--- src/sv/irt_pkg.sv ---
// interval difficulty retarget: shared constants, word types and compact-target helpers
// no dependencies; imported by every module of the block
package irt_pkg;

    localparam int TARGET_BITS = 256;
    localparam int WORD_W      = 32;
    localparam int MANT_W      = 23;
    localparam int TS_W        = 31;
    localparam int SPAN_W      = TS_W + 2;
    localparam int PROD_W      = MANT_W + SPAN_W;
    localparam int SHIFT_W     = 11;
    localparam int BLEN_W      = 12;
    localparam int MANT_BYTES  = 3;

    // divider cell geometry
    localparam int STEP_BITS   = 8;
    localparam int CELL_BITS   = 32;
    localparam int PHASES      = CELL_BITS / STEP_BITS;
    localparam int PH_W        = $clog2(PHASES);
    localparam int NUM_CELLS   = (TARGET_BITS + CELL_BITS - 1) / CELL_BITS;
    localparam int DIV_BITS    = NUM_CELLS * CELL_BITS;

    // compact encoder geometry
    localparam int NUM_BYTES   = (TARGET_BITS + 7) / 8;
    localparam int BYTE_BITS   = NUM_BYTES * 8;
    localparam int SIZE_W      = $clog2(NUM_BYTES + 2);

    localparam int REG_IDX_W   = 2;
    typedef enum logic [REG_IDX_W-1:0] {
        REG_TIMESPAN    = 2'd0,
        REG_LIMIT       = 2'd1,
        REG_NO_RETARGET = 2'd2
    } t_reg;

    // decoded target: mantissa (already truncated to the target width) and bit shift
    typedef struct packed {
        logic [MANT_W-1:0]  mant;
        logic [SHIFT_W-1:0] shift;
    } t_dec;

    // dividend word leaving the front end
    typedef struct packed {
        logic                   valid;
        logic                   halve;
        logic [WORD_W-1:0]      pass;
        logic [TARGET_BITS-1:0] num;
    } t_front;

    // word held in each divider cell
    typedef struct packed {
        logic                valid;
        logic                halve;
        logic [WORD_W-1:0]   pass;
        logic [TS_W-1:0]     rem;
        logic [DIV_BITS-1:0] nq;
    } t_cell;

    // compact decode into mantissa and shift, bits beyond the target width dropped
    function automatic t_dec decode(input logic [WORD_W-1:0] c);
        logic [7:0]        e;
        logic [7:0]        ex;
        logic [MANT_W-1:0] m;
        t_dec              d;
        e       = c[31:24];
        m       = c[MANT_W-1:0];
        d.mant  = m;
        d.shift = '0;
        if (e <= 8'd3) begin
            ex     = 8'd3 - e;
            d.mant = m >> {ex[1:0], 3'b000};
        end else begin
            ex      = e - 8'd3;
            d.shift = {ex, 3'b000};
        end
        for (int i = 0; i < MANT_W; i++) begin
            if (int'(d.shift) + i >= TARGET_BITS) d.mant[i] = 1'b0;
        end
        return d;
    endfunction

    // bit length of a mantissa
    function automatic logic [4:0] mant_len(input logic [MANT_W-1:0] w);
        logic [4:0] len;
        len = '0;
        for (int i = 0; i < MANT_W; i++) begin
            if (w[i]) len = 5'(i + 1);
        end
        return len;
    endfunction

    // bit length of a decoded target
    function automatic logic [BLEN_W-1:0] dec_len(input t_dec d);
        logic [BLEN_W-1:0] len;
        if (d.mant == '0) len = '0;
        else len = BLEN_W'(d.shift) + BLEN_W'(mant_len(d.mant));
        return len;
    endfunction

    // full-width value of a decoded target
    function automatic logic [TARGET_BITS-1:0] widen(input t_dec d);
        logic [TARGET_BITS-1:0] v;
        v = TARGET_BITS'(d.mant) << d.shift;
        return v;
    endfunction

endpackage

--- src/sv/irt_tail.sv ---
// retarget back end: doubling, cap at the limit, compact encode or pass-through, output register
// depends on irt_pkg; takes words from the last divider cell
module irt_tail import irt_pkg::*; (
    input  logic                   i_clk,
    input  logic                   i_rst_n,
    input  logic                   i_load,
    input  t_cell                  i_cell,
    output logic                   o_ready,
    input  logic [TS_W-1:0]        i_ts,
    input  logic [TARGET_BITS-1:0] i_lim,
    input  logic                   i_nore,
    output logic                   o_tvalid,
    input  logic                   i_tready,
    output logic [WORD_W-1:0]      o_tdata
);

    logic r_v1, r_v2, r_v3;
    logic rdy2, rdy3;

    logic [TARGET_BITS-1:0] r_q1;
    logic [BYTE_BITS-1:0]   r_q2;
    logic [SIZE_W-1:0]      r_size2;
    logic [WORD_W-1:0]      r_pass1, r_pass2, r_data3;

    logic [TARGET_BITS-1:0] q;
    logic [BYTE_BITS-1:0]   qb;
    logic [SIZE_W-1:0]      size;
    logic [SIZE_W-1:0]      sz_dn;
    logic [1:0]             sz_up;
    logic [23:0]            m;
    logic [7:0]             sz_out;
    logic [WORD_W-1:0]      n_data;

    assign rdy3    = !r_v3 || i_tready;
    assign rdy2    = !r_v2 || rdy3;
    assign o_ready = !r_v1 || rdy2;

    always_ff @(posedge i_clk) begin
        if (!i_rst_n) begin
            r_v1 <= 1'b0;
            r_v2 <= 1'b0;
            r_v3 <= 1'b0;
        end else begin
            if (o_ready) r_v1 <= i_load && i_cell.valid;
            if (rdy2)    r_v2 <= r_v1;
            if (rdy3)    r_v3 <= r_v2;
        end
    end

    // quotient, doubling and cap
    always_comb begin
        q = i_cell.nq[TARGET_BITS-1:0];
        if (i_ts == '0) q = '0;
        if (i_cell.halve) q = q << 1;
        if (q > i_lim) q = i_lim;
    end

    always_ff @(posedge i_clk) begin
        if (o_ready) begin
            r_q1    <= q;
            r_pass1 <= i_cell.pass;
        end
    end

    // byte length of the result
    always_comb begin
        qb   = BYTE_BITS'(r_q1);
        size = '0;
        for (int b = 0; b < NUM_BYTES; b++) begin
            if (|qb[b*8 +: 8]) size = SIZE_W'(b + 1);
        end
    end

    always_ff @(posedge i_clk) begin
        if (rdy2) begin
            r_q2    <= qb;
            r_size2 <= size;
            r_pass2 <= r_pass1;
        end
    end

    // mantissa window and sign-bit adjustment
    always_comb begin
        sz_dn = '0;
        sz_up = '0;
        if (r_size2 <= SIZE_W'(MANT_BYTES)) begin
            sz_up = 2'(SIZE_W'(MANT_BYTES) - r_size2);
            m     = r_q2[23:0] << {sz_up, 3'b000};
        end else begin
            sz_dn = r_size2 - SIZE_W'(MANT_BYTES);
            m     = 24'(r_q2 >> {sz_dn, 3'b000});
        end
        sz_out = 8'(r_size2);
        if (m[23]) begin
            m      = m >> 8;
            sz_out = sz_out + 8'd1;
        end
        n_data = i_nore ? r_pass2 : {sz_out, 1'b0, m[MANT_W-1:0]};
    end

    always_ff @(posedge i_clk) begin
        if (rdy3) r_data3 <= n_data;
    end

    assign o_tvalid = r_v3;
    assign o_tdata  = r_data3;

endmodule

--- config.mk ---
export PLATFORM = sky130hd
export DESIGN_NAME = irt_tail
export DESIGN_NICKNAME = d
export VERILOG_FILES = /design/src/sv/irt_pkg.sv /design/src/sv/irt_tail.sv
export SDC_FILE = /design/constraint.sdc
export NUM_CORES = 2
export LEC_CHECK = 0
export BUFFER_PORTS_ARGS = -buffer_cell sky130_fd_sc_hd__buf_2
export CORE_MARGIN = 1
export CORE_UTILIZATION = 58
export DETAILED_ROUTE_END_ITERATION = 16
export PLACE_DENSITY_LB_ADDON = 0.3
export SYNTH_ARGS = -nofsm -noshare
export SYNTH_HDL_FRONTEND = slang
export SYNTH_SLANG_ARGS = --single-unit
--- constraint.sdc ---
create_clock -name i_clk -period 19.84 [get_ports i_clk]
set_input_delay 5.952 -clock i_clk [delete_from_list [all_inputs] [get_ports i_clk]]
set_output_delay 5.952 -clock i_clk [all_outputs]
set_load 0.05 [all_outputs]
==> impl_metrics.ini <==
[timing]
maxSlewViolCount = 0
rsz0062_at_grt = false
period_needed_ns = 13.22
fin_tns_setup_ns = 0
finClkSkew_ns = 0.0180
hold_viol = 0
setup_ws_ns = 6.62
max_slew_margin = 0.180
fin_crit_sh = 0.666
setup_viol = 0
max_freq_mhz = 75.6
tightest_slew_ns = 1.23

[worst_hold_path]
hp-class = reg2reg
whs_endpoint = r_pass2[13]$_DFFE_PP_
whs_path_depth = 0
hp-start = r_pass1[13]$_DFFE_PP_

[worst_setup_path]
cp-start-kind = input port
slowest_delay_ns = 1.01
r2r-end = o_tdata[29]$_DFFE_PP_
critical_path_class = in2reg
required_ns = 20.18
r2r-start = r_size2[1]$_SDFFCE_PP0P_
worstRegToRegCells = 11
rrSetupSlack_ns = 14.04
critPathSlowestCell = nor4_1
path_cells = buf_2 -> nor4_1 -> nand4_1 -> nor2_4 -> buf_12 -> buf_4 -> nor2_1 -> ha_1 -> nand4_1 -> nor3_1 -> nand4_1 -> nor4b_1 -> nand3_1 -> nor4_1 -> a211oi_4 -> buf_4 -> buf_12 -> mux2_1
crit_fanout = 156
crit_arrival_ns = 13.56
worstSetupEndpointType = flip-flop
crit_path_frequent_cell = nand4_1

[placement]
dp_cells = 4512
dp_hpwl_mm = 88.3
numPortBuffers = 615
gp_congestion = 0.982
place_worst_setup_slack_ns = 6.15
dpl-instance-area_um2 = 43500

[finish]
drive_gt1_frac = 0.273
final_nets = 4570
design_area_um2 = 45500
stdcell_count = 4628
synthToLayoutAreaGrowth_pct = 13.9
utilization = 0.673

[synth]
syn_nets = 4034
ys_seq_elements = 617
synth-compound-area-share = 0.0565
ys_warn_count = 0
yosys.area_share.simple = 0.0813
ys_types = 70
syn_area_um2 = 39900
synthAdderAreaFrac = 0.0805
async_reset_ff_frac = 0
avgSynthCellArea_um2 = 12.6
synth_xor_xnor_area_share = 0.00235
yosysSeqAreaShare = 0.463
synth_top_family_by_area = multiplexers
synthFlopType = edfxtp_1
synthCells = 3164
muxShareOfSynthArea = 0.268
synth_edf_count = 614

[clocking]
root_buffer = clkbuf_16
cts_tree = built
cts_sinks = 617
path_clk_slew_ns = 0.07
cts_resized = 0
ctsHoldBuffers = 0
cts_made_buffers = 59
clock_latency_ns = 0.61
ctsHtreeMaxLevel = 2
cts_buffer_depth = 3
post_cts_buffers = 0

[global_routing]
grt_usage = 0.321
grt-ovfl-total = 0
grt_max_degree = 157
grt_first_pass_wirelength_mm = 169
antenna_found_initial = 10
grt_pass1_vias = 28200

[run]
max_cap_violations = 0

[floorplan]
num_rows = 95
die_area_um2 = 69900
ioPinCount = 647
start_util = 0.590
fp.dieW_um = 264
fp.dieH_um = 264
core-area_um2 = 67600

[drt]
first_pass_iters = 6
via_count = 29300
drtIter0Drc = 3009
route.detailed.drc = 0
wire_per_inst_um = 24.5
drt_wl_total_mm = 114
avgViaCountPerCell = 6.34
ant_nets = 0

[power]
p_leak_nw = 19.1
ir_drop_uv = 66.1
powerDensity_nw_per_um2 = 82.4

[run_status]
status = completed
## cell usage in the layout (no fill, tap or decap), types with 11 or more instances in the layout
cell type / count
buf_2: 614
edfxtp_1: 614
nor2_1: 330
mux2i_1: 318
inv_1: 271
ha_1: 256
mux2_1: 202
mux4_2: 195
a21oi_1: 125
nand2_1: 111
mux2_2: 77
nor4_1: 66
clkbuf_16: 61
nand4_1: 54
o21ai_0: 51
nand3_1: 47
nor3_1: 32
a21o_1: 22
buf_4: 21
a211oi_1: 20
a221oi_1: 17
o22ai_1: 16
or4_1: 15
clkinv_2: 15
o31ai_1: 12
a22oi_1: 11
## synth_stat cells, types with 8 or more instances
| cell type | count | area share |
|---|---|---|
| a211oi_1 | 20 | 0.0038 |
| a21o_1 | 22 | 0.0041 |
| a21oi_1 | 125 | 0.016 |
| a221oi_1 | 17 | 0.0037 |
| a22oi_1 | 11 | 0.0021 |
| and3_1 | 8 | 0.0013 |
| buf_1 | 30 | 0.0028 |
| buf_2 | 45 | 0.0056 |
| buf_4 | 18 | 0.0034 |
| buf_6 | 20 | 0.0056 |
| clkbuf_1 | 51 | 0.0048 |
| edfxtp_1 | 614 | 0.46 |
| ha_1 | 257 | 0.081 |
| inv_1 | 271 | 0.025 |
| mux2_1 | 202 | 0.057 |
| mux2_2 | 77 | 0.022 |
| mux2i_1 | 318 | 0.080 |
| mux4_2 | 195 | 0.11 |
| nand2_1 | 112 | 0.011 |
| nand3_1 | 48 | 0.0060 |
| nand4_1 | 54 | 0.0085 |
| nor2_1 | 331 | 0.031 |
| nor3_1 | 32 | 0.0040 |
| nor4_1 | 66 | 0.010 |
| o211ai_1 | 10 | 0.0019 |
| o21a_1 | 8 | 0.0015 |
| o21ai_0 | 51 | 0.0064 |
| o22ai_1 | 16 | 0.0025 |
| o31ai_1 | 12 | 0.0023 |
| or4_1 | 15 | 0.0028 |
## worst max-delay path by stage
stage,to,depth (start not counted),startpoint,slack [ns]
floorplan,o_ready,2,i_tready,0.97
global placement,qb[187]$_DFFE_PP_,18,i_ts[4],6.17
detailed placement,qb[186]$_DFFE_PP_,18,i_ts[4],6.15
CTS,o_ready,4,i_tready,6.74
global route,qb[186]$_DFFE_PP_,18,i_ts[4],6.21
finish,qb[187]$_DFFE_PP_,18,i_ts[4],6.62
## metal layers
metal / track usage / vias up / part of all wire
li1: - / 13300 / -
met1: 0.450 / 14300 / 0.40
met2: 0.513 / 1608 / 0.47
met3: 0.0653 / 196 / 0.10
met4: 0.0808 / 8 / 0.024
met5: 0 / - / 0.00038
## area by class of cell
type                    instances  area, um2
fillers                      4965      22200
multi-input cells            2112      19600
diodes                          7       17.5
repair buffers                639       3310
clock buffers                  68       1550
flip-flops and latches        617      18500
well taps                     873       1090
inverters                     271       1020
clock inverters                41        395
## report_power, final
part,internal (mW),switching [mW]
logic,0.352,0.394
clock network,0.652,0.483
registers,1.67,0.192
total,2.68,1.07
## flip-flops by register name, summed over array words and instances, names as in the netlist
register and cells:
r_pass2 32, r_v2 1, r_v1 1, o_tdata 32, r_pass1 32, o_tvalid 1
r_size2 6, qb 256, r_q2 256
## critical path: cells and delay by family
kind	cells	cell delay, ns
buffers and inverters	5	1.92
adder cells (fa/ha/maj)	1	0.36
AO/OA/AOI/OAI	1	0.03
multiplexers	1	0.60
AND/OR/NAND/NOR	10	4.27
## logic make-up (layout without fill, tap and decap cells)
logic type                 count (synthesis)  in the layout
buffers and inverters                    435           1019
and+or+nand+nor                          702            702
other                                      0              7
muxes                                    792            792
DFF                                      617            617
AOI/OAI and AO/OA                        352            352
xor gates and xnor gates                   9              9
adders and majority gates                257            257
## through the flow
| step | hold slack [ns] | power [mW] |
|---|---|---|
| 3_5_place_dp | 0.405 | 2.60 |
| 3_3_place_gp | 0.403 | 2.59 |
| 5_1_grt | 0.414 | 3.87 |
| 6_report | 0.412 | 3.75 |
| 4_1_cts | 0.417 | 3.73 |
| 2_1_floorplan | 0.400 | 2.28 |
No activity file was read; power rests on OpenSTA's default activity.
