`src/sv/irt_pkg.sv`:
```
// interval difficulty retarget: shared constants, word types and compact-target helpers
// no dependencies; imported by every module of the block
package irt_pkg;

    localparam int TARGET_BITS = 256;
    localparam int WORD_W      = 32;
    localparam int MANT_W      = 23;
    localparam int TS_W        = 31;
    localparam int SPAN_W      = TS_W + 2;
    localparam int PROD_W      = MANT_W + SPAN_W;
    localparam int SHIFT_W     = 11;
    localparam int BLEN_W      = 12;
    localparam int MANT_BYTES  = 3;

    // divider cell geometry
    localparam int STEP_BITS   = 8;
    localparam int CELL_BITS   = 32;
    localparam int PHASES      = CELL_BITS / STEP_BITS;
    localparam int PH_W        = $clog2(PHASES);
    localparam int NUM_CELLS   = (TARGET_BITS + CELL_BITS - 1) / CELL_BITS;
    localparam int DIV_BITS    = NUM_CELLS * CELL_BITS;

    // compact encoder geometry
    localparam int NUM_BYTES   = (TARGET_BITS + 7) / 8;
    localparam int BYTE_BITS   = NUM_BYTES * 8;
    localparam int SIZE_W      = $clog2(NUM_BYTES + 2);

    localparam int REG_IDX_W   = 2;
    typedef enum logic [REG_IDX_W-1:0] {
        REG_TIMESPAN    = 2'd0,
        REG_LIMIT       = 2'd1,
        REG_NO_RETARGET = 2'd2
    } t_reg;

    // decoded target: mantissa (already truncated to the target width) and bit shift
    typedef struct packed {
        logic [MANT_W-1:0]  mant;
        logic [SHIFT_W-1:0] shift;
    } t_dec;

    // dividend word leaving the front end
    typedef struct packed {
        logic                   valid;
        logic                   halve;
        logic [WORD_W-1:0]      pass;
        logic [TARGET_BITS-1:0] num;
    } t_front;

    // word held in each divider cell
    typedef struct packed {
        logic                valid;
        logic                halve;
        logic [WORD_W-1:0]   pass;
        logic [TS_W-1:0]     rem;
        logic [DIV_BITS-1:0] nq;
    } t_cell;

    // compact decode into mantissa and shift, bits beyond the target width dropped
    function automatic t_dec decode(input logic [WORD_W-1:0] c);
        logic [7:0]        e;
        logic [7:0]        ex;
        logic [MANT_W-1:0] m;
        t_dec              d;
        e       = c[31:24];
        m       = c[MANT_W-1:0];
        d.mant  = m;
        d.shift = '0;
        if (e <= 8'd3) begin
            ex     = 8'd3 - e;
            d.mant = m >> {ex[1:0], 3'b000};
        end else begin
            ex      = e - 8'd3;
            d.shift = {ex, 3'b000};
        end
        for (int i = 0; i < MANT_W; i++) begin
            if (int'(d.shift) + i >= TARGET_BITS) d.mant[i] = 1'b0;
        end
        return d;
    endfunction

    // bit length of a mantissa
    function automatic logic [4:0] mant_len(input logic [MANT_W-1:0] w);
        logic [4:0] len;
        len = '0;
        for (int i = 0; i < MANT_W; i++) begin
            if (w[i]) len = 5'(i + 1);
        end
        return len;
    endfunction

    // bit length of a decoded target
    function automatic logic [BLEN_W-1:0] dec_len(input t_dec d);
        logic [BLEN_W-1:0] len;
        if (d.mant == '0) len = '0;
        else len = BLEN_W'(d.shift) + BLEN_W'(mant_len(d.mant));
        return len;
    endfunction

    // full-width value of a decoded target
    function automatic logic [TARGET_BITS-1:0] widen(input t_dec d);
        logic [TARGET_BITS-1:0] v;
        v = TARGET_BITS'(d.mant) << d.shift;
        return v;
    endfunction

endpackage

```
`src/sv/irt_cell.sv`:
```
// one divider cell: restoring division, eight quotient bits per cycle of load or step over a 32-bit slice
// depends on irt_pkg; chained by the top level
module irt_cell import irt_pkg::*; (
    input  logic            i_clk,
    input  logic            i_rst_n,
    input  logic            i_load,
    input  logic            i_step,
    input  logic [TS_W-1:0] i_ts,
    input  t_cell           i_prev,
    output t_cell           o_cur
);

    t_cell             r_cur;
    t_cell             n_cur;
    t_cell             src;
    logic [TS_W:0]     r2;
    logic              ge;

    // dividend shifts out at the top while quotient bits shift in at the bottom
    always_comb begin
        src   = i_load ? i_prev : r_cur;
        n_cur = src;
        r2    = '0;
        ge    = 1'b0;
        for (int s = 0; s < STEP_BITS; s++) begin
            r2 = {n_cur.rem, n_cur.nq[DIV_BITS-1]};
            ge = (r2 >= {1'b0, i_ts});
            if (ge) r2 = r2 - {1'b0, i_ts};
            n_cur.rem = r2[TS_W-1:0];
            n_cur.nq  = {n_cur.nq[DIV_BITS-2:0], ge};
        end
    end

    always_ff @(posedge i_clk) begin
        if (!i_rst_n) begin
            r_cur.valid <= 1'b0;
        end else if (i_load || i_step) begin
            r_cur <= n_cur;
        end
    end

    assign o_cur = r_cur;

endmodule

```
`config.mk`:
```
export PLATFORM = sky130hd
export DESIGN_NAME = irt_cell
export DESIGN_NICKNAME = d
export VERILOG_FILES = /design/src/sv/irt_pkg.sv /design/src/sv/irt_cell.sv
export SDC_FILE = /design/constraint.sdc
export NUM_CORES = 1
export LEC_CHECK = 0
export BUFFER_PORTS_ARGS = -buffer_cell sky130_fd_sc_hd__buf_2
export CAP_MARGIN = 20
export CORE_ASPECT_RATIO = 0.8
export CORE_UTILIZATION = 30
export DETAILED_ROUTE_END_ITERATION = 10
export MAX_ROUTING_LAYER = met4
export SYNTH_ARGS = -nofsm -noshare
export SYNTH_HDL_FRONTEND = slang
export SYNTH_SLANG_ARGS = --single-unit
```
`constraint.sdc`:
```
create_clock -name i_clk -period 30 [get_ports i_clk]
set_input_delay 6 -clock i_clk [delete_from_list [all_inputs] [get_ports i_clk]]
set_output_delay 6 -clock i_clk [all_outputs]
set_load 0.03 [all_outputs]
```
==> results of run 1 <==
logic make-up after synthesis:
| family | count (synthesis) | synth area share |
|---|---|---|
| DFF | 321 | 0.345 |
| adders and majority gates | 256 | 0.117 |
| xor gates and xnor gates | 195 | 0.0612 |
| AOI/OAI and AO/OA | 663 | 0.153 |
| muxes | 492 | 0.198 |
| and+or+nand+nor | 582 | 0.102 |
| buffers and inverters | 176 | 0.0245 |
timing repair:
item | 4_1_cts | 5_1_grt
resized for setup | 6 | 87
cloned | 0 | 2
endpoints found under the setup margin | 29 | 32
pin swaps | 2 | 34
buffers inserted | 2 | 17
worst paths after layout:
| check | endpoint | start |
|---|---|---|
| worst max-delay path | o_cur[270]$_DFFE_PP_ | i_load |
| worst min-delay path | o_cur[134]$_DFFE_PP_ | o_cur[126]$_DFFE_PP_ |
| worst min register to register | o_cur[134]$_DFFE_PP_ | o_cur[126]$_DFFE_PP_ |
| worst max register to register | o_cur[270]$_DFFE_PP_ | o_cur[266]$_DFFE_PP_ |
final cells by class:
| class | count | area share |
|---|---|---|
| Multi-Input combinational cell | 2188 | 0.450 |
| Sequential cell | 321 | 0.241 |
| Timing Repair Buffer | 1445 | 0.234 |
| Tap cell | 1212 | 0.0380 |
| Clock buffer | 44 | 0.0228 |
| Inverter | 107 | 0.0103 |
| Clock inverter | 17 | 0.00238 |
| Antenna cell | 22 | 0.00138 |
per-layer routing:
metal	global-route usage	share of wire
met5	-	0
met4	0.0492	0.016
met3	0.0945	0.12
met2	0.352	0.39
met1	0.408	0.47
placed cells by master, fill, tap and decap left out, drive strengths merged, types with 47 or more instances in the layout:
cell type | netlist | layout
clkbuf | 32 | 47
o21ai | 115 | 115
mux2 | 468 | 468
nand2 | 128 | 128
xnor2 | 137 | 137
buf | 37 | 1442
nor2 | 166 | 166
nand3 | 51 | 51
inv | 107 | 110
ha | 248 | 248
a21o | 80 | 80
xor2 | 58 | 58
edfxtp | 320 | 320
a21oi | 225 | 225
per-stage QoR:
step	cell area (um^2)	cells	setup slack [ns]	utilization	hold slack, ns
6_report	39900	5356	0.906	0.435	0.567
3_3_place_gp	38300	5252	-0.371	0.418	0.552
2_1_floorplan	28000	2685	0.0308	-	0.641
5_1_grt	39900	5354	-0.116	0.435	0.591
4_1_cts	39400	5315	0.0417	0.429	0.553
3_5_place_dp	38300	5252	-0.830	0.418	0.560
==> metrics, run 1 <==
Filler Cell Count 9048; DR WL/cell 25.0 um; skew final 0.0287 ns; core box area 91700 um^2; Multi-input gate area 17900 um^2; area share of the largest cell type after synthesis 0.344; row count 99; Die Y 275 um; Post-Syn Instances 2685; Setup CP Type input port to flip-flop; GRT Util Overall 0.275; status finished clean; Initial Utilization 0.304; global-route wire length before repair 181 mm; crit-path leading delay family compound AO/OA/AOI/OAI gates; share of cells above drive strength 1 0.499; Primary FF master, synth edfxtp_1; distinct cell type count after synthesis 83; CTS max path bufs 3; actual slew at the worst max-slew pin 1.17 ns; Crit Path Max Fanout 16; Sink Count 321; WP data required 30.29 ns; number of synthesized flops with an enable pin 320; FF/Latch Area 9630 um^2; Post-synth top cells 466 x mux2_2, 320 x edfxtp_1, 248 x ha_1, 224 x a21oi_1, 166 x nor2_1; #FFs+latches synth 321; fin crit share 0.970; WHS Path Cells 1; Die Wd 343 um; Crit path depth 115; initial antenna violation count 40; cts hold-fix bufs 0; Crit-path slowest cell fa_1; Post-synth ARST share 0; net count of the finished layout 4709; drt pass-1 iters 5; cts bufs inserted 34; final setup fails 0; top cell type by total area after synthesis edfxtp_1; setup tns final 0 ns; Reg2Reg Setup Slack 5.94 ns; Max Clock Freq 34.4 MHz; Clock Pin Slew Worst Setup and Hold Paths 0.07 ns; minimum clock period 29.09 ns; register area share after synthesis 0.345; Arrival @ worst endpoint 29.38 ns; max FFs per register 321; vias in the first global route 26.0k; Syn Nets 3297; IO Port Bufs 676; Tightest Hold Check Type flip-flop to flip-flop; Cell Area, Synth 27900 um^2; CP endpoint kind flip-flop; Via Count 28.1k; clk root buf clkbuf_16; leading cell type by number of instances after synthesis mux2_2; Max-Cap Viols 0; vias per cell 5.25; Post-DP HPWL 112 mm; Max stage delay on crit path 0.41 ns; Die ar. 94200 um^2; fin. max-slew vios 0; Ports 677; Syn Area/Cell 10.4 um^2; DR iter-0 viols 2988; Synth-to-Final Area Change 43.0%; Critical path buffers and inverters 18; Final Hold Vio Count 0; CTS HTree Levels 2; synthesis warning total 0; max_slew headroom 0.195; RePlAce Congestion 1.04; CTS tree done; GRT Residual Overflow 0; Startpoint Class input port; largest cells by area after synthesis edfxtp_1 34%, mux2_2 19%, ha_1 11%, xnor2_1 4.3%, a21oi_1 4.0%; Worst-Skew Late Latency 0.54 ns; worst r2r path cells 115; drt drc 0; post-route ant nets 0; pin count of the biggest net entering global routing 158; final wirelength 134 mm
Power of run 1 is not shown: default switching activity piles up to over one toggle a cycle in this logic, so the estimate is an artifact.
==> run 2, diff against run 1 <==
- REMOVE_ABC_BUFFERS: not set -> 1
- clock period: 30 -> 35.6 ns (I/O delays scaled with it)
==> metrics, run 2 (synthesis gave the netlist of run 1 again) <==
initial antenna violation count 29 (-28%); pin count of the biggest net entering global routing 122 (-23%); Tightest Hold Check Type flip-flop to flip-flop; actual slew at the worst max-slew pin 1.06 ns (-0.119 ns); row count 99 (unchanged); DR iter-0 viols 2399 (-20%); CP endpoint kind flip-flop; RSZ-0062 raised after global routing false; Max-Cap Viols 0 (unchanged); skew final 0.0230 ns (-0.00568 ns); drt pass-1 iters 6 (+1); Reg2Reg Setup Slack 8.24 ns (+2.30 ns); WP data required 35.92 ns (+5.63 ns); global-route wire length before repair 161 mm (-11%); Die Y 275 um (unchanged); Max stage delay on crit path 0.64 ns (+0.23 ns); Sink Count 321 (unchanged); GRT Residual Overflow 0 (unchanged); DR WL/cell 25.3 um (+1.0%); cts bufs inserted 41 (+21%); Setup CP Type input port to flip-flop; Max Clock Freq 29.5 MHz; vias per cell 5.39 (+2.7%); Via Count 25.0k (-11%); fin crit share 0.951; Synth-to-Final Area Change 22.5%; post-route ant nets 0 (unchanged); post-route cell area 34200 um^2 (-14%); share of cells above drive strength 1 0.375 (-0.124); Startpoint Class input port; Crit-path slowest cell or4b_2; Ports 677 (unchanged); minimum clock period 33.87 ns; max_slew headroom 0.297 (+0.102); CTS tree done; CTS max path bufs 3 (unchanged); max FFs per register 321 (unchanged); Post-DP HPWL 97.0 mm (-13%); Placement Cell Area 32700 um^2 (-15%); Initial Utilization 0.304 (unchanged); most common cell after layout, fill and taps aside buf_2; status finished clean; Clock Pin Slew Worst Setup and Hold Paths 0.08 ns (about the same); final setup fails 0 (unchanged); Arrival @ worst endpoint 34.19 ns (+4.81 ns); crit-path most repeated cell mux2_2; Die Wd 343 um (unchanged); GRT Util Overall 0.243 (-0.0317); drt drc 0 (unchanged); fin. max-slew vios 0 (unchanged); RePlAce Congestion 0.981 (-5.3%); Worst-Skew Late Latency 0.58 ns (+0.04 ns); final wirelength 117 mm (-13%); CTS HTree Levels 2 (unchanged); core box area 91700 um^2 (unchanged); Final Hold Vio Count 0 (unchanged); cts hold-fix bufs 0 (unchanged); IO Port Bufs 676 (unchanged); clk root buf clkbuf_16; commonest non-fill, non-tap cells in the layout 675 x buf_2, 466 x mux2_2, 320 x edfxtp_1; vias in the first global route 23.2k (-11%); net count of the finished layout 3974 (-16%); Die ar. 94200 um^2 (unchanged); setup tns final 0 ns (unchanged); Crit Path Max Fanout 41 (+25)
## run 2: worst max-delay path: cells and delay by family
family | cells | cell delay [ns]
multiplexers | 10 | 3.63
XOR/XNOR | 1 | 0.08
adder cells (fa/ha/maj) | 8 | 2.94
AO/OA/AOI/OAI | 60 | 13.48
AND/OR/NAND/NOR | 18 | 4.26
buffers and inverters | 10 | 2.44
## run 2: worst paths after layout
check                                             to            startpoint  depth (start not counted)
worst max-delay path            o_cur[285]$_DFFE_PP_                i_load                        107
worst min register to register   o_cur[74]$_DFFE_PP_   o_cur[66]$_DFFE_PP_                          1
worst min-delay path             o_cur[74]$_DFFE_PP_   o_cur[66]$_DFFE_PP_                          1
worst max register to register  o_cur[285]$_DFFE_PP_  o_cur[257]$_DFFE_PP_                        106
## run 2: final cells by class
type,count,area (um^2)
timing repair buffer,702,3600
fill,9284,57500
sequential,321,9630
clock inverter,28,288
multi-input combinational,2189,17600
clock buffer,46,1040
tap,1212,1520
inverter,107,414
antenna,23,57.6
## run 2: timing repair
action / 4_1_cts / 5_1_grt
endpoints found under the setup margin: 0 / 32
setup buffers: 0 / 3
resized for setup: 0 / 15
## run 2: per-layer routing
layer  vias to the layer above  track usage  wire length (um)
li1                      11623            -                 -
met1                     12138        0.319             50000
met2                      1088        0.380             53800
met3                       117       0.0538             10500
met4                         0       0.0556              2610
met5                         -            -                 0
## run 2: stage by stage
stage,utilization,cells,setup WS (ns),hold slack [ns]
floorplan,-,2616,4.14,0.640
global placement,0.357,4527,0.979,0.554
detailed placement,0.357,4527,0.419,0.557
CTS,0.372,4601,0.924,0.557
global route,0.373,4623,0.0142,0.592
finish,0.373,4628,1.73,0.561
Power of run 2 is left out for the same reason.
