==> src/sv/irt_pkg.sv <==
// interval difficulty retarget: shared constants, word types and compact-target helpers
// no dependencies; imported by every module of the block
package irt_pkg;

    localparam int TARGET_BITS = 256;
    localparam int WORD_W      = 32;
    localparam int MANT_W      = 23;
    localparam int TS_W        = 31;
    localparam int SPAN_W      = TS_W + 2;
    localparam int PROD_W      = MANT_W + SPAN_W;
    localparam int SHIFT_W     = 11;
    localparam int BLEN_W      = 12;
    localparam int MANT_BYTES  = 3;

    // divider cell geometry
    localparam int STEP_BITS   = 8;
    localparam int CELL_BITS   = 32;
    localparam int PHASES      = CELL_BITS / STEP_BITS;
    localparam int PH_W        = $clog2(PHASES);
    localparam int NUM_CELLS   = (TARGET_BITS + CELL_BITS - 1) / CELL_BITS;
    localparam int DIV_BITS    = NUM_CELLS * CELL_BITS;

    // compact encoder geometry
    localparam int NUM_BYTES   = (TARGET_BITS + 7) / 8;
    localparam int BYTE_BITS   = NUM_BYTES * 8;
    localparam int SIZE_W      = $clog2(NUM_BYTES + 2);

    localparam int REG_IDX_W   = 2;
    typedef enum logic [REG_IDX_W-1:0] {
        REG_TIMESPAN    = 2'd0,
        REG_LIMIT       = 2'd1,
        REG_NO_RETARGET = 2'd2
    } t_reg;

    // decoded target: mantissa (already truncated to the target width) and bit shift
    typedef struct packed {
        logic [MANT_W-1:0]  mant;
        logic [SHIFT_W-1:0] shift;
    } t_dec;

    // dividend word leaving the front end
    typedef struct packed {
        logic                   valid;
        logic                   halve;
        logic [WORD_W-1:0]      pass;
        logic [TARGET_BITS-1:0] num;
    } t_front;

    // word held in each divider cell
    typedef struct packed {
        logic                valid;
        logic                halve;
        logic [WORD_W-1:0]   pass;
        logic [TS_W-1:0]     rem;
        logic [DIV_BITS-1:0] nq;
    } t_cell;

    // compact decode into mantissa and shift, bits beyond the target width dropped
    function automatic t_dec decode(input logic [WORD_W-1:0] c);
        logic [7:0]        e;
        logic [7:0]        ex;
        logic [MANT_W-1:0] m;
        t_dec              d;
        e       = c[31:24];
        m       = c[MANT_W-1:0];
        d.mant  = m;
        d.shift = '0;
        if (e <= 8'd3) begin
            ex     = 8'd3 - e;
            d.mant = m >> {ex[1:0], 3'b000};
        end else begin
            ex      = e - 8'd3;
            d.shift = {ex, 3'b000};
        end
        for (int i = 0; i < MANT_W; i++) begin
            if (int'(d.shift) + i >= TARGET_BITS) d.mant[i] = 1'b0;
        end
        return d;
    endfunction

    // bit length of a mantissa
    function automatic logic [4:0] mant_len(input logic [MANT_W-1:0] w);
        logic [4:0] len;
        len = '0;
        for (int i = 0; i < MANT_W; i++) begin
            if (w[i]) len = 5'(i + 1);
        end
        return len;
    endfunction

    // bit length of a decoded target
    function automatic logic [BLEN_W-1:0] dec_len(input t_dec d);
        logic [BLEN_W-1:0] len;
        if (d.mant == '0) len = '0;
        else len = BLEN_W'(d.shift) + BLEN_W'(mant_len(d.mant));
        return len;
    endfunction

    // full-width value of a decoded target
    function automatic logic [TARGET_BITS-1:0] widen(input t_dec d);
        logic [TARGET_BITS-1:0] v;
        v = TARGET_BITS'(d.mant) << d.shift;
        return v;
    endfunction

endpackage

==> src/sv/irt_front.sv <==
// retarget front end: timespan clamp, target decode, halving, multiply, placement
// depends on irt_pkg; feeds the first divider cell
module irt_front import irt_pkg::*; (
    input  logic              i_clk,
    input  logic              i_rst_n,
    input  logic              i_valid,
    output logic              o_ready,
    input  logic [WORD_W-1:0] i_prev,
    input  logic [WORD_W-1:0] i_last,
    input  logic [WORD_W-1:0] i_first,
    input  logic [TS_W-1:0]   i_ts,
    input  logic [BLEN_W-1:0] i_lb,
    input  logic              i_take,
    output t_front            o_word
);

    logic r_v1, r_v2, r_v3, r_v4;
    logic rdy2, rdy3, rdy4;

    logic [WORD_W-1:0] r_prev1, r_last1, r_first1;
    logic [MANT_W-1:0] r_mant2;
    logic [SHIFT_W-1:0] r_sh2, r_sh3;
    logic [SPAN_W-1:0] r_span2;
    logic r_h2, r_h3, r_h4;
    logic [WORD_W-1:0] r_pass2, r_pass3, r_pass4;
    logic [PROD_W-1:0] r_prod3;
    logic [TARGET_BITS-1:0] r_num4;

    t_dec               dec;
    logic [BLEN_W-1:0]  bt;
    logic               halve;
    logic signed [33:0] diff, lo, hi, span;
    logic [MANT_W-1:0]  n_mant;
    logic [SHIFT_W-1:0] n_sh;

    // ready chain through the four stages
    assign rdy4    = !r_v4 || i_take;
    assign rdy3    = !r_v3 || rdy4;
    assign rdy2    = !r_v2 || rdy3;
    assign o_ready = !r_v1 || rdy2;

    always_ff @(posedge i_clk) begin
        if (!i_rst_n) begin
            r_v1 <= 1'b0;
            r_v2 <= 1'b0;
            r_v3 <= 1'b0;
            r_v4 <= 1'b0;
        end else begin
            if (o_ready) r_v1 <= i_valid;
            if (rdy2)    r_v2 <= r_v1;
            if (rdy3)    r_v3 <= r_v2;
            if (rdy4)    r_v4 <= r_v3;
        end
    end

    // input capture
    always_ff @(posedge i_clk) begin
        if (o_ready) begin
            r_prev1  <= i_prev;
            r_last1  <= i_last;
            r_first1 <= i_first;
        end
    end

    // decode, clamp and halving decision
    always_comb begin
        dec   = decode(r_prev1);
        bt    = dec_len(dec);
        halve = (i_lb != '0) && (bt >= i_lb);
        diff  = $signed({2'b00, r_last1}) - $signed({2'b00, r_first1});
        lo    = $signed({5'b00000, i_ts[TS_W-1:2]});
        hi    = $signed({1'b0, i_ts, 2'b00});
        span  = diff;
        if (span < lo) span = lo;
        if (span > hi) span = hi;
        n_mant = dec.mant;
        n_sh   = dec.shift;
        if (halve) begin
            if (dec.shift != '0) n_sh = dec.shift - 1'b1;
            else n_mant = dec.mant >> 1;
        end
    end

    always_ff @(posedge i_clk) begin
        if (rdy2) begin
            r_mant2 <= n_mant;
            r_sh2   <= n_sh;
            r_span2 <= span[SPAN_W-1:0];
            r_h2    <= halve;
            r_pass2 <= r_prev1;
        end
    end

    // mantissa times clamped span
    always_ff @(posedge i_clk) begin
        if (rdy3) begin
            r_prod3 <= PROD_W'(r_mant2) * PROD_W'(r_span2);
            r_sh3   <= r_sh2;
            r_h3    <= r_h2;
            r_pass3 <= r_pass2;
        end
    end

    // place the product at its bit position, top bits dropped
    always_ff @(posedge i_clk) begin
        if (rdy4) begin
            r_num4  <= TARGET_BITS'(r_prod3) << r_sh3;
            r_h4    <= r_h3;
            r_pass4 <= r_pass3;
        end
    end

    assign o_word = '{valid: r_v4, halve: r_h4, pass: r_pass4, num: r_num4};

endmodule

==> config.mk <==
export PLATFORM = sky130hd
export DESIGN_NAME = irt_front
export DESIGN_NICKNAME = d
export VERILOG_FILES = /design/src/sv/irt_pkg.sv /design/src/sv/irt_front.sv
export SDC_FILE = /design/constraint.sdc
export NUM_CORES = 2
export LEC_CHECK = 0
export ABC_AREA = 1
export ABC_CLOCK_PERIOD_IN_PS = 26300
export BUFFER_PORTS_ARGS = -buffer_cell sky130_fd_sc_hd__clkbuf_2
export CAP_MARGIN = 20
export CORE_UTILIZATION = 64
export DETAILED_ROUTE_END_ITERATION = 6
export GPL_TIMING_DRIVEN = 0
export HOLD_SLACK_MARGIN = 0.1
export PLACE_DENSITY = 0.9
export SLEW_MARGIN = 40
export SYNTH_ARGS = -nofsm -noshare
export SYNTH_HDL_FRONTEND = slang
export SYNTH_SLANG_ARGS = --single-unit
==> constraint.sdc <==
create_clock -name i_clk -period 26.3 [get_ports i_clk]
set_clock_uncertainty 0.2 [all_clocks]
set_input_delay 5.26 -clock i_clk [delete_from_list [all_inputs] [get_ports i_clk]]
set_output_delay 5.26 -clock i_clk [all_outputs]
set_load 0.02 [all_outputs]
==> results.toml <==
[outcome]
status = "finished, violations left"
failed_checks = "design-rule violations"

[route]
vias = 47100
dr.first_iter.drc_count = 5919
drt-pass1-iter-count = 7
wl_mm = 201
wl_per_cell_um = 26.7
viasPerCell = 6.26
antenna_left = 0
drc_errors = 177

[sta]
period_share_pct = 50.0
relSlewSlack_pct = 31.2
grt_setup_unrepaired = "false"
totalNegativeSetupSlack_ps = 0
fmax_ghz = 0.0760
fin_crit_ps = 13150
finalHoldViolCount = 0
finalSetupViolCount = 0
tightest_slew_ps = 1020
slew_violations = 0

[critical_path]
ff2ff_path_depth = 44
reg2reg_to = "r_span2[4]"
cp_max_fo = 57
ff2ff_setup_slack_ps = 17360
critPathMaxStageDelay_ps = 480
critical_path.startpoint_type = "primary input"
crit_arrival_ps = 7690
worst_setup_path_end_kind = "output pin"
cp_top_family = "simple AND/OR/NAND/NOR gates"
cp_common_cell = "nor2_1"
cp_num_buf_inv = 5
path_cells = "clkbuf_2, nor2_1, inv_8, nor2_1, inv_6, nor2_1, nand2_4, buf_12, clkbuf_2"
cp.required_ps = 20840
startpoint = "i_take"
timing.rr.start = "r_first1[2]"
critPathKind = "primary input to output pin"
worst-path-stages = 9
cpMaxStageDelayCell = "nor2_1"

[layout]
area_growth_pct = 10.7
fin_nets = 7489
final_util_pct = 71.5
drive_gt1_share_pct = 9.69

[global_route]
grt_pass1_wl_mm = 295
grt_usage_pct = 47.8
grt_pass1_vias = 47600
antenna_found_initial = 8
overflow = 0
grt_max_degree = 93

[clock_tree]
cts-buffers-inserted = 56
cts.sinks = 587
tritoncts = "built"
post_cts_buffers = 0
post_cts_resized = 0
clk_pin_slew_ps = 60
hold_buffers = 0
clk_path_buf_depth = 3
root_buffer = "clkbuf_16"
htree_levels = 2
clk-insertion-delay-late_ps = 640

[job]
drv_cap = 0

[floorplan]
num_rows = 105
die_w_um = 290
core_area_um2 = 82100
ios = 434
dieArea_um2 = 84100
die_h_um = 290
initial_core_util_pct = 64.6

[hold_path]
hp-start = "r_pass2[9]"
hold_end = "r_pass3[9]"
worstHoldPathCells = 0
hold_path.class = "flip-flop to flip-flop"

[logic_synthesis]
ys_seq_area_share_pct = 33.1
synth_edf_count = 583
synth_ff_type = "edfxtp_1"
syn_area_um2 = 53100
syn_avg_cell_area_um2 = 8.98
ys_ff_latch = 587
synth_cell_types = 59
yosys_warnings = 0
async_reset_ff_share_pct = 0
syn-instance-count = 5906

[power_and_ir_drop]
powerDensity_nw_per_um2 = 67.2
p_leak_nw = 27.8
ir_worst_vdd_uv = 82.4

[placed_design]
hpwlAfterDp_mm = 160
place_congestion = 1.08
numPortBuffers = 433
## registers in the layout (all words and copies together), names as in the netlist, 10 cells and up
signal,flops
r_mant2,23
r_sh2,10
r_prod3,56
r_last1,32
r_pass3,32
r_sh3,10
r_span2,33
r_prev1,32
r_first1,32
r_num4,256
r_pass4,32
r_pass2,32
## cell families after synthesis
logic type | share of synthesized area, %
compound gates | 7.49
xor+xnor | 1.43
simple gates | 15.8
flops | 33.1
fa+ha+maj | 31.4
buf+inv | 10.2
other cells | 0.00707
mux | 0.547
## cell type report
class / instances / area (um^2)
buffer: 319 / 1280
clock buffer: 71 / 1500
antenna: 7 / 17.5
fill: 5996 / 23400
multi-input combinational: 3892 / 30100
timing repair buffer: 441 / 2360
sequential: 587 / 17600
tap: 1070 / 1340
clock inverter: 30 / 372
inverter: 1109 / 4180
## Yosys cell counts, types with 3 or more instances
| master | number | share of area [%] |
|---|---|---|
| buf_1 | 41 | 0.29 |
| a21boi_0 | 3 | 0.042 |
| nor2_1 | 407 | 2.9 |
| o221ai_1 | 4 | 0.066 |
| nand2_1 | 1435 | 10 |
| a31oi_1 | 48 | 0.57 |
| xor2_1 | 59 | 0.97 |
| a211oi_1 | 8 | 0.11 |
| mux2i_1 | 29 | 0.55 |
| nand3_2 | 4 | 0.075 |
| buf_2 | 9 | 0.085 |
| nor3_1 | 60 | 0.57 |
| buf_4 | 3 | 0.042 |
| edfxtp_1 | 583 | 33 |
| nand2_2 | 4 | 0.047 |
| o21ai_1 | 10 | 0.094 |
| o22ai_1 | 22 | 0.26 |
| a21oi_1 | 165 | 1.6 |
| o31ai_1 | 9 | 0.13 |
| inv_1 | 1096 | 7.8 |
| o21a_1 | 11 | 0.16 |
| o21ai_0 | 403 | 3.8 |
| dfxtp_1 | 4 | 0.15 |
| clkbuf_1 | 264 | 1.9 |
| nand3_1 | 132 | 1.2 |
| xnor2_1 | 26 | 0.43 |
| o211ai_1 | 9 | 0.13 |
| fa_1 | 650 | 25 |
| nand2_4 | 3 | 0.064 |
| a21o_1 | 8 | 0.11 |
| or2_2 | 4 | 0.047 |
| ha_1 | 290 | 6.8 |
| o32ai_1 | 9 | 0.15 |
| nor3b_1 | 3 | 0.042 |
| nor4_1 | 13 | 0.15 |
| nand4_1 | 21 | 0.25 |
| nor2_2 | 11 | 0.13 |
| inv_2 | 12 | 0.085 |
| o2111ai_1 | 3 | 0.050 |
| o21bai_1 | 7 | 0.099 |
## routing by layer
metal  part of all wire (%)  up-vias  GRT usage (%)
met1                     33    22300           54.6
met3                     12     1169           13.3
li1                       -    19500              -
met2                     45     4083           76.4
met4                    9.9        8           37.1
met5                  0.028        -              0
## report_power, final
part           internal [W]  total, W  switching, W
registers           0.00117   0.00127     0.0000960
logic              0.000508   0.00184       0.00133
clock network      0.000473  0.000843      0.000370
## cells in the final DEF (no fill, tap or decap), types with 5 or more instances in the layout
| cell | netlist | routed |
|---|---|---|
| clkinv_1 | 1 | 9 |
| mux2i_1 | 29 | 29 |
| xnor2_1 | 26 | 26 |
| a211oi_1 | 8 | 8 |
| o21ai_0 | 403 | 379 |
| clkinv_2 | 0 | 11 |
| o22ai_1 | 22 | 22 |
| clkbuf_16 | 0 | 57 |
| inv_2 | 12 | 12 |
| diode_2 | 0 | 7 |
| nor2_1 | 407 | 407 |
| nand3_1 | 132 | 132 |
| ha_1 | 290 | 290 |
| o31ai_1 | 9 | 9 |
| clkbuf_2 | 0 | 466 |
| o32ai_1 | 9 | 9 |
| o211ai_1 | 9 | 9 |
| inv_1 | 1096 | 1093 |
| xor2_1 | 59 | 59 |
| nand2_1 | 1435 | 1434 |
| o21ai_1 | 10 | 32 |
| a21o_1 | 8 | 8 |
| nor2_2 | 11 | 11 |
| edfxtp_1 | 583 | 583 |
| nand4_1 | 21 | 21 |
| clkbuf_1 | 264 | 243 |
| nor4_1 | 13 | 12 |
| o21a_1 | 11 | 11 |
| o21bai_1 | 7 | 7 |
| a31oi_1 | 48 | 47 |
| buf_1 | 41 | 41 |
| bufinv_16 | 0 | 7 |
| nor3_1 | 60 | 59 |
| buf_16 | 0 | 5 |
| fa_1 | 650 | 650 |
| a21oi_1 | 165 | 165 |
| buf_2 | 9 | 9 |
## how the worst max path moves through the flow
stage / slack, ps / endpoint
final: 13150 / o_ready
after global routing: 13050 / o_ready
after CTS: 13150 / o_ready
after detailed placement: 13170 / o_ready
after global placement: 2040 / o_ready
after floorplan: 5280 / o_ready
## through the flow
stage / std cells / total power [W] / hold slack, ps / worst slack [ps] / cell area (um^2)
after floorplan: 5907 / 0.00226 / 200 / 5280 / 53100
after global placement: 7410 / 0.00296 / 200 / 2040 / 56600
after detailed placement: 7417 / 0.00300 / 205 / 13170 / 56800
after CTS: 7518 / 0.00384 / 219 / 13150 / 58700
after global routing: 7523 / 0.00406 / 226 / 13050 / 58700
final: 7526 / 0.00394 / 209 / 13150 / 58700
Note: power is estimated with default switching activity, not from simulation.
